$ cat config.mk
export PLATFORM = sky130hd
export DESIGN_NAME = wbwl_ctrl
export DESIGN_NICKNAME = d
export VERILOG_FILES = /design/src/rtl/wbwl_pkg.sv /design/src/rtl/wbwl_ctrl.sv
export SDC_FILE = /design/constraint.sdc
export NUM_CORES = 1
export LEC_CHECK = 0
export ABC_AREA = 1
export CAP_MARGIN = 20
export CORE_AREA = 3 3 40 42
export CTS_CLUSTER_SIZE = 8
export DETAILED_ROUTE_END_ITERATION = 8
export DIE_AREA = 0 0 43 45
export DONT_BUFFER_PORTS = 1
export PLACE_DENSITY = 0.3
export SYNTH_ARGS = -nofsm -noshare
export SYNTH_HDL_FRONTEND = slang
export SYNTH_SLANG_ARGS = --single-unit
$ cat constraint.sdc
create_clock -name clk_i -period 1.15 [get_ports clk_i]
set_input_delay 0 -clock clk_i [delete_from_list [all_inputs] [get_ports clk_i]]
set_output_delay 0 -clock clk_i [all_outputs]
set_load 0.01 [all_outputs]
$ cat src/rtl/wbwl_pkg.sv
// Package: shared constants, types and state encoding for the write budget limiter.
`timescale 1ns / 1ps

package wbwl_pkg;

  // Ring geometry
  localparam int HISTORY_DEPTH = 28;
  localparam int SLOT_W        = $clog2(HISTORY_DEPTH);
  localparam int CNT_W         = $clog2(HISTORY_DEPTH + 1);

  // Field widths
  localparam int TIME_W   = 56;
  localparam int BYTES_W  = 41;
  localparam int TARGET_W = 41;
  localparam int SUM_W    = 64;
  localparam int AGE_W    = TIME_W + 1;
  localparam int LIMIT_W  = TARGET_W + 5;

  localparam logic [SLOT_W-1:0] LAST_SLOT = SLOT_W'(HISTORY_DEPTH - 1);
  localparam logic [CNT_W-1:0]  FULL_CNT  = CNT_W'(HISTORY_DEPTH);

  // Window lengths in microseconds, as signed ages
  localparam logic signed [AGE_W-1:0] DAY_US   = AGE_W'(64'd86400000000);
  localparam logic signed [AGE_W-1:0] WEEK_US  = AGE_W'(64'd604800000000);
  localparam logic signed [AGE_W-1:0] MONTH_US = AGE_W'(64'd2419200000000);

  localparam logic REQ_RECORD = 1'b0;
  localparam logic REQ_QUERY  = 1'b1;

  typedef enum logic [2:0] {
    ST_IDLE,
    ST_START,
    ST_REC_WR,
    ST_Q_WALK,
    ST_Q_DRAIN
  } wbwl_state_e;

  typedef struct packed {
    logic [TIME_W-1:0] start;
    logic [SUM_W-1:0]  total;
  } wbwl_entry_t;

  // Controller to datapath
  typedef struct packed {
    logic load;
    logic rd_newest;
    logic rec_commit;
    logic walk_issue;
    logic out_load;
  } wbwl_cmd_t;

  // Datapath to controller
  typedef struct packed {
    logic is_query;
    logic walk_last;
    logic pipe_busy;
    logic out_free;
  } wbwl_sts_t;

endpackage

$ cat src/rtl/wbwl_ctrl.sv
// Controller: sequences record updates and query walks over the bucket ring.
`timescale 1ns / 1ps

module wbwl_ctrl (
  input  logic                clk_i,
  input  logic                rst_ni,
  input  logic                in_valid_i,
  output logic                in_ready_o,
  input  wbwl_pkg::wbwl_sts_t sts_i,
  output wbwl_pkg::wbwl_cmd_t cmd_o
);

  wbwl_pkg::wbwl_state_e state_q, state_d;

  always_ff @(posedge clk_i or negedge rst_ni) begin
    if (!rst_ni) begin
      state_q <= wbwl_pkg::ST_IDLE;
    end else begin
      state_q <= state_d;
    end
  end

  always_comb begin
    state_d    = state_q;
    cmd_o      = '0;
    in_ready_o = 1'b0;
    case (state_q)
      wbwl_pkg::ST_IDLE: begin
        in_ready_o = 1'b1;
        if (in_valid_i) begin
          cmd_o.load = 1'b1;
          state_d    = wbwl_pkg::ST_START;
        end
      end
      wbwl_pkg::ST_START: begin
        if (sts_i.is_query) begin
          cmd_o.walk_issue = 1'b1;
          state_d = sts_i.walk_last ? wbwl_pkg::ST_Q_DRAIN : wbwl_pkg::ST_Q_WALK;
        end else begin
          cmd_o.rd_newest = 1'b1;
          state_d         = wbwl_pkg::ST_REC_WR;
        end
      end
      wbwl_pkg::ST_REC_WR: begin
        cmd_o.rec_commit = 1'b1;
        state_d          = wbwl_pkg::ST_IDLE;
      end
      wbwl_pkg::ST_Q_WALK: begin
        cmd_o.walk_issue = 1'b1;
        if (sts_i.walk_last) begin
          state_d = wbwl_pkg::ST_Q_DRAIN;
        end
      end
      wbwl_pkg::ST_Q_DRAIN: begin
        // sums are final once the read/age pipe is empty
        if (!sts_i.pipe_busy && sts_i.out_free) begin
          cmd_o.out_load = 1'b1;
          state_d        = wbwl_pkg::ST_IDLE;
        end
      end
      default: begin
        state_d = wbwl_pkg::ST_IDLE;
      end
    endcase
  end

endmodule

==> impl_metrics.json <==
{
  "overflow": 0,
  "worst_pin_slew_ps": 385,
  "setup_tns_ps": 0,
  "antennaDiodeCount": 0,
  "clockBufferDepth": 2,
  "hpwl_um": 451,
  "finalClockSkew_ps": 0.380,
  "grt_pass1_wl_um": 1040,
  "path_clk_slew_ps": 40,
  "synth_top_area_share_pct": 31.3,
  "endpoint_kind": "output pin",
  "setup_viol": 0,
  "die_w_um": 43,
  "die-area_mm2": 0.00194,
  "vias": 275,
  "ys.flop_type": "dfrtp_1",
  "cts_buffers": 3,
  "max-cap-violations": 0,
  "wire_per_inst_um": 9.90,
  "vdd_ir_drop_max_mv": 0.710,
  "dpl_cell_area_um2": 255,
  "path_buf_inv": 1,
  "grt_setup_unrepaired": "yes",
  "coreArea_mm2": 0.00128,
  "area_delta_synth_final_pct": 68.2,
  "crit_slowest_cell": "dfrtp_2",
  "design_area_um2": 404,
  "violations": "hold timing",
  "regMostFlops": "state_q",
  "cpLargestDelayFamily": "flip-flops",
  "synth_commonest_cells": "nand2_1, inv_1, dfrtp_1, nor2_1",
  "cts_tree": "done",
  "initial_core_util_pct": 18.7,
  "drt.antenna.violating_nets": 0,
  "hold_path.class": "in -> reg",
  "power_leakage_nw": 0.188,
  "total_power_w": 0.000982,
  "path_cells": "nor4_4 -> buf_4",
  "first_global_vias": 266,
  "ioPinCount": 13,
  "syn-num-nets": 43,
  "port_buffers": 0,
  "layout-drive-gt1-share_pct": 50.0,
  "drt_iter0_markers": 2,
  "outcome": "finished with violations",
  "critical_path_required_ps": 1150,
  "worst_path_largest_cell_delay_ps": 450,
  "slew_viol_final": 0,
  "ff2ff_setup_slack_ps": 120,
  "first_pass_iters": 2,
  "final_util_pct": 31.5,
  "cts.sinks": 3,
  "die_y_um": 45,
  "synthArstFlopShare_pct": 100,
  "worstPathMaxFanout": 5,
  "grtUsageTotal_pct": 7.35,
  "fin_crit_sh_pct": 96.5,
  "synthMostInstantiatedCell": "nand2_1",
  "wirelength_um": 624,
  "synth_area_um2": 240,
  "cts_htree_levels": 1,
  "clock_latency_ps": 230,
  "syn_inst": 36,
  "synth_edf_count": 0,
  "crit_type": "reg -> out",
  "reg_top3": "state_q (3)",
  "fmax_mhz": 901,
  "synth_area_leaders": "dfrtp_1, nand2_1, inv_1",
  "powerDensity_mw_per_mm2": 2430,
  "antenna_found_initial": 0,
  "root_buffer": "clkbuf_4",
  "largest_register_ffs": 3,
  "yosysUniqueCellTypes": 17,
  "yosysSeqAreaShare_pct": 31.3,
  "hold_viol_final": 1,
  "rows": 13,
  "critPathLaunchType": "flip-flop",
  "drc": 0,
  "cp.arrival_ps": 1110,
  "ys_warn_count": 0,
  "via_per_inst": 4.37,
  "grt_start_max_net_pins": 10,
  "hold_slack_ps": -1.28,
  "max_slew_margin_pct": 74.1,
  "syn_avg_cell_area_um2": 6.67,
  "place_congestion": 0.763,
  "synth_seq_cells": 3,
  "synth_top_area_cell": "dfrtp_1",
  "layout.nets": 56,
  "min_period_ps": 1110
}
==> final timing paths <==
check	depth (start not counted)	start	to
max	2	state_q[1]$_DFFE_PN0P_	cmd_o[0]
min	3	sts_i[2]	state_q[0]$_DFFE_PN0P_
max reg2reg	6	state_q[0]$_DFFE_PN0P_	state_q[2]$_DFFE_PN0P_
min reg2reg	3	state_q[1]$_DFFE_PN0P_	state_q[1]$_DFFE_PN0P_
max in group asynchronous	1	rst_ni	state_q[0]$_DFFE_PN0P_
min in group asynchronous	1	rst_ni	state_q[2]$_DFFE_PN0P_
==> per-layer routing <==
metal	up-vias	track usage (%)	share of wire, %
met5	-	0	0
met4	0	5.42	0
met3	0	3.19	6.7
met2	7	12.3	49
met1	128	7.28	44
li1	140	-	-
==> placed cells by master, fill, tap and decap left out <==
cell type / instances
nand3_2: 1
a21oi_2: 1
dfrtp_2: 3
nor2_2: 1
nor2_4: 2
inv_1: 4
nand2_1: 7
o21ai_0: 1
dlygate4sd3_1: 3
nor3_4: 2
nand4_1: 1
clkinv_2: 1
nand3_1: 2
clkbuf_4: 3
nor2_1: 2
nor3_1: 1
a21oi_1: 1
buf_4: 6
nand2_2: 1
clkbuf_1: 1
nor4_4: 1
o21ai_1: 1
inv_2: 2
==> metrics by stage <==
stage | instances | setup slack [ps]
6_report | 63 | 40.0
5_1_grt | 63 | -20.6
4_1_cts | 58 | 10.4
3_5_place_dp | 51 | 110
3_3_place_gp | 51 | 100
2_1_floorplan | 36 | 228
==> where the power goes <==
part	total (W)	leakage [nW]	internal, W	switching [W]
Sequential	0.000247	0.0346	0.000155	0.0000922
Combinational	0.000553	0.138	0.000243	0.000309
Clock	0.000183	0.0150	0.000130	0.0000526
==> repair_timing <==
item                                    4_1_cts  5_1_grt
endpoints found under the setup margin        4        5
pin swaps                                     0        1
hold buffers                                  3        0
gates resized for setup                       4       12
endpoints found under the hold margin         5        0
gates cloned                                  0        0
setup buffers                                 0        5
==> cells by family after synthesis <==
kind of cell	after synthesis	share of synthesized area, %
flip-flops	3	31.2
AND/OR/NAND/NOR	21	44.3
AO/OA/AOI/OAI	4	8.33
buffers and inverters	8	16.1
==> worst register-to-register path: stages, from the launching register on <==
cell and delay (ps):
dfrtp_2 430, buf_4 140, clkinv_2 40, nor2_1 80
nand2_1 80, nand4_1 100, nand2_1 60
==> final cells by class <==
class | count | area (um^2)
fillers | 151 | 881
multi-input cells | 25 | 178
flip-flops and latches | 3 | 78.8
repair buffers | 9 | 75.1
inverters | 7 | 27.5
clock buffers | 4 | 26.3
well taps | 15 | 18.8
Power figures use the tool's default switching activity.
